--- config.mk ---
export PLATFORM = sky130hd
export DESIGN_NAME = contiguous_page_allocator_flat
export DESIGN_NICKNAME = d
export VERILOG_FILES = /design/src/design/cpa_pkg.sv /design/src/design/cpa_req_if.sv /design/src/design/cpa_rsp_if.sv /design/src/design/cpa_page_ram.sv /design/src/design/contiguous_page_allocator.sv /design/src/flat_wrapper.sv
export SDC_FILE = /design/constraint.sdc
export NUM_CORES = 1
export LEC_CHECK = 0
export ABC_AREA = 1
export BUFFER_PORTS_ARGS = -buffer_cell sky130_fd_sc_hd__buf_2
export CORE_MARGIN = 2
export CORE_UTILIZATION = 50
export CTS_BUF_LIST = sky130_fd_sc_hd__clkbuf_4 sky130_fd_sc_hd__clkbuf_8
export CTS_CLUSTER_SIZE = 16
export DETAILED_ROUTE_END_ITERATION = 16
export PLACE_DENSITY = 0.76
export SETUP_SLACK_MARGIN = 0.4
export SYNTH_ARGS = -nofsm -noshare
export SYNTH_HDL_FRONTEND = slang
export SYNTH_HIERARCHICAL = 1
export SYNTH_SLANG_ARGS = --single-unit
--- constraint.sdc ---
create_clock -name clock -period 5.8 [get_ports clock]
set_input_delay 0.87 -clock clock [delete_from_list [all_inputs] [get_ports clock]]
set_output_delay 0.87 -clock clock [all_outputs]
set_load 0.02 [all_outputs]
--- src/design/cpa_pkg.sv ---
package cpa_pkg;

   // Size of the page map.
   localparam int NUM_PAGES = 159;

   // Width of a page address into the map.
   localparam int PAGE_W = $clog2(NUM_PAGES);

   // Width of a scan or write position. It also holds the positions that run
   // past the map after a jump, and the end of a release that reaches beyond it.
   localparam int POS_W = $clog2(NUM_PAGES + 512);

   // Field widths of the request and response words.
   localparam int COUNT_W = 8;
   localparam int START_W = 8;

   // Request kinds.
   localparam logic KIND_ALLOC   = 1'b0;
   localparam logic KIND_RELEASE = 1'b1;

   // Page map entry values.
   localparam logic PAGE_FREE = 1'b0;
   localparam logic PAGE_USED = 1'b1;

endpackage

--- src/design/cpa_req_if.sv ---
interface cpa_req_if;
   import cpa_pkg::*;

   logic               valid;
   logic               ready;
   logic               kind;
   logic [COUNT_W-1:0] page_count;
   logic [START_W-1:0] release_start;

   modport source (output valid, output kind, output page_count, output release_start,
                   input ready);
   modport sink   (input valid, input kind, input page_count, input release_start,
                   output ready);
endinterface

--- src/design/cpa_rsp_if.sv ---
interface cpa_rsp_if;
   import cpa_pkg::*;

   logic               valid;
   logic               ready;
   logic               granted;
   logic [START_W-1:0] start_page;

   modport source (output valid, output granted, output start_page, input ready);
   modport sink   (input valid, input granted, input start_page, output ready);
endinterface

--- src/design/cpa_page_ram.sv ---
module cpa_page_ram #(
   parameter int DEPTH  = 16,
   parameter int DATA_W = 1
) (
   input  logic                     clock,
   input  logic                     wr_en,
   input  logic [$clog2(DEPTH)-1:0] wr_addr,
   input  logic [DATA_W-1:0]        wr_data,
   input  logic [$clog2(DEPTH)-1:0] rd_addr,
   output logic [DATA_W-1:0]        rd_data
);

   logic [DATA_W-1:0] mem [DEPTH];

   // Single write port.
   always_ff @(posedge clock) begin
      if (wr_en) begin
         mem[wr_addr] <= wr_data;
      end
   end

   // Registered read port.
   always_ff @(posedge clock) begin
      rd_data <= mem[rd_addr];
   end

endmodule

--- src/design/contiguous_page_allocator.sv ---
// Contiguous page allocator. A one-bit used map of NUM_PAGES entries lives in a
// synchronous RAM. An allocate word (kind 0) scans the map from page 0 for
// page_count free pages in a row; when a free page starts a run that a used page
// breaks, the scan jumps ahead by page_count + 1 pages. Start positions are tried
// only below NUM_PAGES - page_count. On success the run is marked used and the
// response carries granted 1 and the start index; otherwise granted 0 and 0.
// A release word (kind 1) clears page_count entries from release_start, ignores
// entries beyond the map, and always answers granted 1, start_page 0.
// After reset the map is cleared, with req_if.ready low. The RAM gives one
// map entry per cycle; an allocate reads the map page by page during the scan,
// then marks the run used in a write sweep, and a release runs only the sweep.
// One request is in flight at a time; a finished response waits in an
// output register while the next request is taken.
module contiguous_page_allocator (
   input logic      clock,
   input logic      reset,
   cpa_req_if.sink  req_if,
   cpa_rsp_if.source rsp_if
);
   import cpa_pkg::*;

   typedef enum logic [4:0] {
      ST_CLEAR = 5'b00001,
      ST_IDLE  = 5'b00010,
      ST_SCAN  = 5'b00100,
      ST_WRITE = 5'b01000,
      ST_RESP  = 5'b10000
   } state_type;

   state_type          state_ff, state_in;
   logic [COUNT_W-1:0] count_ff, count_in;
   logic [POS_W-1:0]   cand_ff, cand_in;      // candidate start of a run
   logic [POS_W-1:0]   addr_ff, addr_in;      // page whose entry arrives this cycle
   logic [POS_W-1:0]   wr_addr_ff, wr_addr_in;
   logic [POS_W-1:0]   wr_end_ff, wr_end_in;
   logic               wr_value_ff, wr_value_in;
   logic               res_granted_ff, res_granted_in;
   logic [START_W-1:0] res_start_ff, res_start_in;
   logic               rsp_valid_ff, rsp_valid_in;
   logic               rsp_granted_ff, rsp_granted_in;
   logic [START_W-1:0] rsp_start_ff, rsp_start_in;

   logic               ram_wr_en;
   logic [PAGE_W-1:0]  ram_rd_addr;
   logic               ram_rd_data;

   logic               req_accept;
   logic [POS_W-1:0]   count_pos;
   logic [POS_W-1:0]   step_addr;
   logic [POS_W-1:0]   run_end;
   logic [POS_W-1:0]   jump_pos;
   logic [POS_W-1:0]   jump_end;
   logic [POS_W-1:0]   wr_step;
   logic [POS_W-1:0]   rel_start;
   logic [POS_W-1:0]   rel_end;

   cpa_page_ram #(
      .DEPTH  (NUM_PAGES),
      .DATA_W (1)
   ) u_page_ram (
      .clock   (clock),
      .wr_en   (ram_wr_en),
      .wr_addr (wr_addr_ff[PAGE_W-1:0]),
      .wr_data (wr_value_ff),
      .rd_addr (ram_rd_addr),
      .rd_data (ram_rd_data)
   );

   assign req_if.ready      = (state_ff == ST_IDLE);
   assign req_accept        = req_if.valid && req_if.ready;
   assign rsp_if.valid      = rsp_valid_ff;
   assign rsp_if.granted    = rsp_granted_ff;
   assign rsp_if.start_page = rsp_start_ff;

   // Scan arithmetic on the entry that the RAM returns this cycle.
   assign count_pos = POS_W'(count_ff);
   assign step_addr = addr_ff + POS_W'(1);
   assign run_end   = cand_ff + count_pos;
   assign jump_pos  = (addr_ff == cand_ff) ? step_addr : run_end + POS_W'(1);
   assign jump_end  = jump_pos + count_pos;
   assign wr_step   = wr_addr_ff + POS_W'(1);
   assign rel_start = POS_W'(req_if.release_start);
   assign rel_end   = rel_start + POS_W'(req_if.page_count);

   // Sequencer: clear pass, scan, write sweep and response hand-off.
   always_comb begin
      state_in       = state_ff;
      count_in       = count_ff;
      cand_in        = cand_ff;
      addr_in        = addr_ff;
      wr_addr_in     = wr_addr_ff;
      wr_end_in      = wr_end_ff;
      wr_value_in    = wr_value_ff;
      res_granted_in = res_granted_ff;
      res_start_in   = res_start_ff;
      rsp_valid_in   = rsp_valid_ff;
      rsp_granted_in = rsp_granted_ff;
      rsp_start_in   = rsp_start_ff;
      ram_wr_en      = 1'b0;
      ram_rd_addr    = '0;

      // The consumer takes the waiting response word.
      if (rsp_valid_ff && rsp_if.ready) begin
         rsp_valid_in = 1'b0;
      end

      case (state_ff)
         ST_CLEAR: begin
            ram_wr_en  = 1'b1;
            wr_addr_in = wr_step;
            if (wr_addr_ff == POS_W'(NUM_PAGES - 1)) begin
               state_in = ST_IDLE;
            end
         end

         ST_IDLE: begin
            if (req_accept) begin
               count_in = req_if.page_count;
               if (req_if.kind == KIND_RELEASE) begin
                  res_granted_in = 1'b1;
                  res_start_in   = '0;
                  wr_addr_in     = rel_start;
                  wr_end_in      = rel_end;
                  wr_value_in    = PAGE_FREE;
                  if ((req_if.page_count != '0) && (rel_start < POS_W'(NUM_PAGES))) begin
                     state_in = ST_WRITE;
                  end else begin
                     state_in = ST_RESP;
                  end
               end else if (POS_W'(req_if.page_count) < POS_W'(NUM_PAGES)) begin
                  // Start the scan at page 0; its entry arrives next cycle.
                  cand_in     = '0;
                  addr_in     = '0;
                  ram_rd_addr = '0;
                  state_in    = ST_SCAN;
               end else begin
                  res_granted_in = 1'b0;
                  res_start_in   = '0;
                  state_in       = ST_RESP;
               end
            end
         end

         ST_SCAN: begin
            if (ram_rd_data == PAGE_USED) begin
               // Used page: step past a used start or jump past a broken run, or fail when no start is left.
               if (jump_end < POS_W'(NUM_PAGES)) begin
                  cand_in     = jump_pos;
                  addr_in     = jump_pos;
                  ram_rd_addr = jump_pos[PAGE_W-1:0];
               end else begin
                  res_granted_in = 1'b0;
                  res_start_in   = '0;
                  state_in       = ST_RESP;
               end
            end else if ((count_ff == '0) || (step_addr == run_end)) begin
               // The run fits; mark it used.
               res_granted_in = 1'b1;
               res_start_in   = cand_ff[START_W-1:0];
               wr_addr_in     = cand_ff;
               wr_end_in      = run_end;
               wr_value_in    = PAGE_USED;
               if (count_ff != '0) begin
                  state_in = ST_WRITE;
               end else begin
                  state_in = ST_RESP;
               end
            end else begin
               addr_in     = step_addr;
               ram_rd_addr = step_addr[PAGE_W-1:0];
            end
         end

         ST_WRITE: begin
            ram_wr_en  = 1'b1;
            wr_addr_in = wr_step;
            if (!((wr_step < wr_end_ff) && (wr_step < POS_W'(NUM_PAGES)))) begin
               state_in = ST_RESP;
            end
         end

         ST_RESP: begin
            if (!rsp_valid_ff || rsp_if.ready) begin
               rsp_valid_in   = 1'b1;
               rsp_granted_in = res_granted_ff;
               rsp_start_in   = res_start_ff;
               state_in       = ST_IDLE;
            end
         end

         default: begin
            state_in = ST_IDLE;
         end
      endcase
   end

   // Control registers.
   always_ff @(posedge clock) begin
      if (reset) begin
         state_ff     <= ST_CLEAR;
         wr_addr_ff   <= '0;
         wr_value_ff  <= PAGE_FREE;
         rsp_valid_ff <= 1'b0;
      end else begin
         state_ff     <= state_in;
         wr_addr_ff   <= wr_addr_in;
         wr_value_ff  <= wr_value_in;
         rsp_valid_ff <= rsp_valid_in;
      end
   end

   // Payload registers.
   always_ff @(posedge clock) begin
      count_ff       <= count_in;
      cand_ff        <= cand_in;
      addr_ff        <= addr_in;
      wr_end_ff      <= wr_end_in;
      res_granted_ff <= res_granted_in;
      res_start_ff   <= res_start_in;
      rsp_granted_ff <= rsp_granted_in;
      rsp_start_ff   <= rsp_start_in;
   end

endmodule

--- src/flat_wrapper.sv ---
// flat-port wrapper written by rule: the top's interface ports become plain ports
module contiguous_page_allocator_flat import cpa_pkg::*;
  (clock, reset, req_if_valid, req_if_kind, req_if_page_count, req_if_release_start, req_if_ready, rsp_if_valid, rsp_if_granted, rsp_if_start_page, rsp_if_ready);
  cpa_req_if req_if_i ();
  cpa_rsp_if rsp_if_i ();
  input logic clock;
  input logic reset;
  input wire logic [$bits(req_if_i.valid)-1:0] req_if_valid;
  input wire logic [$bits(req_if_i.kind)-1:0] req_if_kind;
  input wire logic [$bits(req_if_i.page_count)-1:0] req_if_page_count;
  input wire logic [$bits(req_if_i.release_start)-1:0] req_if_release_start;
  output wire logic [$bits(req_if_i.ready)-1:0] req_if_ready;
  output wire logic [$bits(rsp_if_i.valid)-1:0] rsp_if_valid;
  output wire logic [$bits(rsp_if_i.granted)-1:0] rsp_if_granted;
  output wire logic [$bits(rsp_if_i.start_page)-1:0] rsp_if_start_page;
  input wire logic [$bits(rsp_if_i.ready)-1:0] rsp_if_ready;
  assign req_if_i.valid = req_if_valid;
  assign req_if_i.kind = req_if_kind;
  assign req_if_i.page_count = req_if_page_count;
  assign req_if_i.release_start = req_if_release_start;
  assign req_if_ready = req_if_i.ready;
  assign rsp_if_valid = rsp_if_i.valid;
  assign rsp_if_granted = rsp_if_i.granted;
  assign rsp_if_start_page = rsp_if_i.start_page;
  assign rsp_if_i.ready = rsp_if_ready;
  contiguous_page_allocator u_core (.clock(clock), .reset(reset), .req_if(req_if_i), .rsp_if(rsp_if_i));
endmodule
Word level (Yosys, flattened, before mapping)
Memories as Yosys holds them, arrays and structs flattened. A register that Yosys moved wholly into a read port is not among the register bits.
Cells that the tools add are included.
{"block": "word_totals", "reg_bits": 73, "ram_bits": 159, "n_memories": 1, "output_inout_bits": 11}
{"block": "classes", "eq_ne": 24, "muxes": 60, "n_lt_le_gt_ge": 5, "reduce_logical": 21, "addsub": 6}
{"memory": "u_core.u_page_ram.mem", "depth": 159, "word_bits": 1, "read_ports": 1, "rd_ports_with_merged_regs": 1, "write_ports": 1, "line": "cpa_page_ram.sv:13", "text": "logic [DATA_W-1:0] mem [DEPTH];"}
{"op": "$mux W10", "n": 16}
{"op": "$mux W8", "n": 10}
{"op": "$pmux W10 S2", "n": 3}
{"op": "$mux W5", "n": 11}
{"op": "$add A10 B1 Y10 const B", "n": 3}
{"op": "$pmux W10 S3", "n": 1}
{"op": "$pmux W5 S5", "n": 1}
{"op": "$add A10 B8 Y10", "n": 2}
{"op": "$eq A10 B10 Y1", "n": 2}
{"op": "$lt A10 B8 Y1 const B", "n": 2}
{"op": "$reduce_and A6 Y1", "n": 3}
{"op": "$lt A8 B8 Y1 const B", "n": 2}
{"op": "$pmux W8 S2", "n": 1}
{"op": "$reduce_bool A8 Y1", "n": 2}
{"op": "$mux W1", "n": 15}
{"op": "$reduce_and A5 Y1", "n": 3}
{"op": "$ne A2 B2 Y1 const B", "n": 7}
{"op": "$eq A10 B8 Y1 const B", "n": 1}
{"op": "$lt A10 B10 Y1", "n": 1}
{"op": "$add A8 B8 Y9", "n": 1}
{"op": "$ne A3 B3 Y1 const B", "n": 3}
{"op": "$logic_not A8 Y1", "n": 1}
{"op": "$ne A2 B1 Y1 const B", "n": 4}
{"op": "$ne A3 B2 Y1 const B", "n": 2}
{"op": "other kinds (13)", "n": 19}

Logic depth before layout (Yosys ltp)
{"block": "logic_depth", "depth_word": 8, "depth_mapped": 40, "ltp_nobuf": 38}

By module
Netlist, hierarchy kept.
{"mod": "cpa_page_ram", "area_per_inst_um2": 7338.3, "cells_each": 764, "n_inst": 1}
{"mod": "contiguous_page_allocator", "area_per_inst_um2": 5893.2, "cells_each": 804, "n_inst": 1}

Worst setup path before layout
No wires, ideal clock.
{"block": "synth_timing", "path_kind": "reg-to-reg", "startpoint": "reg u_core.count_ff[0]", "endpoint": "reg u_core.u_page_ram.rd_data, read port of u_core.u_page_ram.mem", "stages_incl_launch_ff": 34, "n_path_buf": 1, "t_arrival_ps": 4535, "synth_period_minus_slack_ps": 4648, "path_slack_ps": 1152, "cell_sequence": "edfxtp_1 -> ha_1 -> inv_1 -> fa_1 -> inv_1 -> ha_1 -> inv_1 -> nor2_1 -> nand3_2 -> nor2_4 -> nand2_1 -> nand3_1 -> o21ai_0 -> ha_1 -> a21oi_1 -> o211ai_1 -> or2_2 -> nand3_1 -> nand2_1 -> nor2_4 -> nand2_2 -> inv_1 -> nand3_1 -> o21ai_0 -> clkbuf_1 -> nand3_1 -> nand3_1 -> nand3_1 -> nand3_1 -> nand2_1 -> nand2_1 -> nand3_1 -> nand3_1 -> nand2_1"}
{"block": "synth_via", "elab_chain_len": 8, "word_cells_on_any_way": 12}
{"item": "start: declaration", "line": "contiguous_page_allocator.sv:31", "text": "logic [COUNT_W-1:0] count_ff, count_in;"}
{"item": "start signal: assignment", "line": "contiguous_page_allocator.sv:214", "text": "count_ff <= count_in;"}
{"item": "$add A10 B8 Y10", "line": "contiguous_page_allocator.sv:78", "text": "assign run_end = cand_ff + count_pos;"}
{"item": "$add A10 B1 Y10", "line": "contiguous_page_allocator.sv:79", "text": "assign jump_pos = (addr_ff == cand_ff) ? step_addr : run_end + POS_W'(1);"}
{"item": "$mux W10", "line": "contiguous_page_allocator.sv:79"}
{"item": "named net u_core.jump_pos[6]", "line": "contiguous_page_allocator.sv:51", "text": "logic [POS_W-1:0] jump_pos;"}
{"item": "$add A10 B8 Y10", "line": "contiguous_page_allocator.sv:80", "text": "assign jump_end = jump_pos + count_pos;"}
{"item": "$lt A10 B8 Y1", "line": "contiguous_page_allocator.sv:147", "text": "if (jump_end < POS_W'(NUM_PAGES)) begin"}
{"item": "$mux W8", "line": "contiguous_page_allocator.sv:147"}
{"item": "$mux W8", "line": "contiguous_page_allocator.sv:145", "text": "if (ram_rd_data == PAGE_USED) begin"}
{"item": "$mux W8"}
{"item": "named net u_core.ram_rd_addr[1]", "line": "contiguous_page_allocator.sv:44", "text": "logic [PAGE_W-1:0] ram_rd_addr;"}
{"item": "end: declaration", "line": "cpa_page_ram.sv:10", "text": "output logic [DATA_W-1:0] rd_data"}
The timed path passes the listed nets, and every way through them passes these cells.
A chain may end at the register's enable or synchronous reset.

Worst setup path in the final report
{"block": "layout_timing", "startpoint": "reg u_core.cand_ff[9]", "endpoint": "reg u_core.u_page_ram.rd_data, read port of u_core.u_page_ram.mem"}
{"block": "layout_via", "word_cells_on_any_way": 12}
{"item": "start: declaration", "line": "contiguous_page_allocator.sv:32", "text": "logic [POS_W-1:0] cand_ff, cand_in;"}
{"item": "start signal: assignment", "line": "contiguous_page_allocator.sv:215", "text": "cand_ff <= cand_in;"}
{"item": "$eq A10 B10 Y1", "line": "contiguous_page_allocator.sv:79"}
{"item": "$mux W10", "line": "contiguous_page_allocator.sv:79"}
{"item": "named net u_core.jump_pos[2]", "line": "contiguous_page_allocator.sv:51"}
{"item": "$add A10 B8 Y10", "line": "contiguous_page_allocator.sv:80"}
{"item": "$lt A10 B8 Y1", "line": "contiguous_page_allocator.sv:147"}
{"item": "$mux W8", "line": "contiguous_page_allocator.sv:147"}
{"item": "$mux W8", "line": "contiguous_page_allocator.sv:145"}
{"item": "$mux W8"}
{"item": "named net u_core.ram_rd_addr[0]", "line": "contiguous_page_allocator.sv:44"}
The timed path passes the listed nets, and every way through them passes these cells.

==> metrics.md <==
| Metric | Value |
|---|---|
| Main synth FF type | edfxtp_1 |
| Fraction of layout cells with a size suffix above 1 | between 10% and 20% |
| Top Metal Used | met4 |
| WS Path Type | reg2reg |
| Met3 Wirelength | 2770 µm |
| Initial core utilization | between 50 and 60% |
| Peak VDD IR | around 220 µV |
| Worst slew pin tran | 1040 ps |
| HPWL Detailed | between 20000 and 25000 µm |
| Slew Viols, Final | 0 |
| Crit end category | flop |
| Syn nets | roughly 1600 |
| Critical path's top delay family | simple AND/OR/NAND/NOR gates |
| Routability congestion estimate | 0.958 |
| CTS sink cnt | 233 |
| Synthesized cell area | about 13000 µm² |
| Cell variety after synth | between 50 and 60 |
| Fin nets | between 1500 and 2000 |
| Final worst slack | between 600 and 700 ps |
| DR vias | roughly 11000 |
| Total Routing Usage GR | about a quarter |
| Commonest non-fill, non-tap cells in the layout | nand2_1 (353), nor2_1 (264), edfxtp_1 (215), nand3_1 (178), inv_1 (168) |
| Worst-Skew Late Latency | about 550 ps |
| Part of the power in registers | a little under half |
| Number of global-route vias before repair | roughly 11000 |
| HP Class | reg2reg |
| CTS Buffer Depth | 3 |
| Overflow after GRT | 0 |
| Highest-delay cell along the critical path | edfxtp_1 |
| WL/cell | 18.1 µm |
| RSZ-0062 raised after global routing | no |
| WP data required | ~6300 ps |
| Drt pass-1 iters | 6 |
| Crit share post-route | around nine tenths |
| Crit path time final | slightly above 5000 ps |
| Area growth syn-to-layout | 11.3% |
| Remaining DRCs | 0 |
| CTS Root Cell | clkbuf_8 |
| Port-buffer cells | 31 |
| Routed Antenna Nets | 0 |
| Largest net degree at the start of global routing | roughly 120 |
| CP Launch Type | flop |
| CP dominant cell by count | nand3_1 |
| Worst path max stage delay | 470 ps |
| Metal-1 WL | 14400 µm |
| ANT cells | 0 |
| Pre-CTS setup slack | approximately 480 ps |
| Skew final | 20.5 ps |
| Final Hold Vio Count | 0 |
| Worst path bufs/invs | 4 |
| Switching pwr | ~0.0012 W |
| Via density per instance | 5.69 |
| Syn. warnings | 6 |
| CTS tree | built |
| Clock slew at reported path FFs | ~60 ps |
| Number of flops mapped to enable cells by yosys | ~220 |
| Avg Inst Size Synth | roughly 8.4 µm² |
| Commonest non-fill, non-tap cell in the layout | nand2_1 |
| Synth Register Bits | between 200 and 250 |
| Filler cells | approximately 2400 |
| Die area | ~28000 µm² |
| Leak | between 6 and 7 nW |
| Seq/Total Area, Yosys | roughly half |
| Outcome | completed |
| DRT Wirelength | about 36000 µm |
| F_max | 195 MHz |
| CTS Buf Count | 40 |
| Ports | 32 |
| First-pass GRT wire length | 56200 µm |
| Initial antenna violation count | 1 |
| H-tree depth | 2 |
| Hold_buf cts | 0 |
| Die H | around 170 µm |
| Final Setup Violations | 0 |
| Slew margin rel. | 30.7% |
| Critical path peak fanout | 40 |
| Fraction of registers with async set/reset | 0% |
| Synth Instances | ~1600 |
| Max-cap viol count | 0 |
| Core area | between 20000 and 30000 µm² |
| Setup TNS | 0 ps |
| Worst EP arrival | between 5000 and 6000 ps |
| Cell area power density | around 270 nW/µm² |
| # rows | between 50 and 60 |
| Clk pwr share | 36.3% |
| Sw Ratio | between 20 and 30% |
| Overall die width | 167 µm |
| Gate power share | between 10% and 20% |
| Int Pwr | roughly 0.0028 W |
| DR iter-0 viols | between 1000 and 1500 |
| Wire length on met2 | about 17000 µm |
==> layer usage <==
layer,vias up,track usage (%)
met4,0,11.4
met5,-,0
met2,508,42.2
met3,107,4.21
met1,5281,32.5
li1,5360,-
==> cell type report <==
type	instances	area, µm²	share of cell area (%)
Tap cell	335	419	2.85
Clock inverter	14	95.1	0.645
Multi-Input combinational cell	1103	5540	37.6
Inverter	177	672	4.56
Clock buffer	55	676	4.59
Sequential cell	233	6820	46.3
Timing Repair Buffer	62	505	3.43
==> cell families after synthesis <==
family / synth area share [%]
AOI/OAI and AO/OA: 7.12
xor gates and xnor gates: 1.13
adders and majority gates: 3.95
buffers and inverters: 7.14
DFF: 51.5
and+or+nand+nor: 29.1
==> sequential cells by signal, summed over array words and instances (netlist names), 5 cells and up <==
signal,cells
u_core/addr_ff,10
u_core/cand_ff,10
u_core/count_ff,8
u_core/res_start_ff,8
u_core/rsp_if.start_page,8
u_core/state_ff,5
u_core/u_page_ram/mem,159
u_core/wr_addr_ff,10
u_core/wr_end_ff,10
==> synth_stat cells (2+ instances only) <==
| cell | number | area share [%] |
|---|---|---|
| o21bai_1 | 3 | 0.17 |
| clkbuf_1 | 29 | 0.82 |
| o221ai_1 | 6 | 0.40 |
| xnor2_1 | 4 | 0.26 |
| nand2_2 | 14 | 0.66 |
| edfxtp_1 | 215 | 49 |
| a31oi_1 | 6 | 0.28 |
| nand2_1 | 354 | 10 |
| a21oi_2 | 2 | 0.13 |
| buf_4 | 2 | 0.11 |
| o211ai_1 | 2 | 0.11 |
| inv_2 | 6 | 0.17 |
| nand3_1 | 180 | 6.8 |
| nand3b_1 | 5 | 0.28 |
| buf_2 | 20 | 0.76 |
| a21o_1 | 2 | 0.11 |
| nor2_2 | 3 | 0.14 |
| o21ai_1 | 7 | 0.26 |
| fa_1 | 3 | 0.45 |
| dfxtp_1 | 18 | 2.7 |
| o22ai_1 | 21 | 0.99 |
| ha_1 | 37 | 3.5 |
| nor2_4 | 3 | 0.26 |
| a21oi_1 | 45 | 1.7 |
| or2_2 | 3 | 0.14 |
| nor4_4 | 2 | 0.32 |
| nor4_1 | 5 | 0.24 |
| xor2_1 | 13 | 0.86 |
| o21ai_0 | 64 | 2.4 |
| buf_6 | 3 | 0.26 |
| nand4_1 | 24 | 1.1 |
| nand2_4 | 4 | 0.34 |
| nor2_1 | 265 | 7.5 |
| inv_1 | 169 | 4.8 |
| nand3_2 | 4 | 0.30 |
| nor3_1 | 10 | 0.38 |
==> power groups by stage <==
stage                     Sequential (W)  Clock [W]  Combinational, W
after floorplan                  0.00193          0          0.000466
after global placement           0.00195          0          0.000614
after detailed placement         0.00195          0          0.000630
after CTS                        0.00191    0.00149          0.000637
after global routing             0.00192    0.00156          0.000725
final                            0.00192    0.00146          0.000650
==> repair_timing <==
item	4_1_cts	5_1_grt
buffers inserted	0	10
gates resized for setup	0	15
endpoints found under the setup margin	0	1
==> final timing paths <==
| kind | from | end | slack [ps] | depth (start not counted) |
|---|---|---|---|---|
| setup / recovery | u_core/cand_ff[9] | u_core/u_page_ram/rd_data | 680 | 27 |
| hold / removal | u_core/res_start_ff[4] | u_core/rsp_if.start_page[4] | 420 | 0 |
| setup reg to reg | u_core/cand_ff[9] | u_core/u_page_ram/rd_data | 680 | 27 |
| hold reg to reg | u_core/res_start_ff[4] | u_core/rsp_if.start_page[4] | 420 | 0 |
==> metrics by stage <==
step | power (W) | instance area, µm² | hold slack, ps | cells | utilization (%)
floorplan | 0.00239 | 13200 | 400 | 1568 | -
finish | 0.00403 | 14700 | 416 | 1979 | 56.7
detailed placement | 0.00258 | 13800 | 405 | 1898 | 53.0
global placement | 0.00256 | 13800 | 405 | 1898 | 53.0
CTS | 0.00404 | 14600 | 417 | 1967 | 56.0
global route | 0.00420 | 14700 | 433 | 1979 | 56.7
Note: power is estimated with default switching activity, not from simulation.
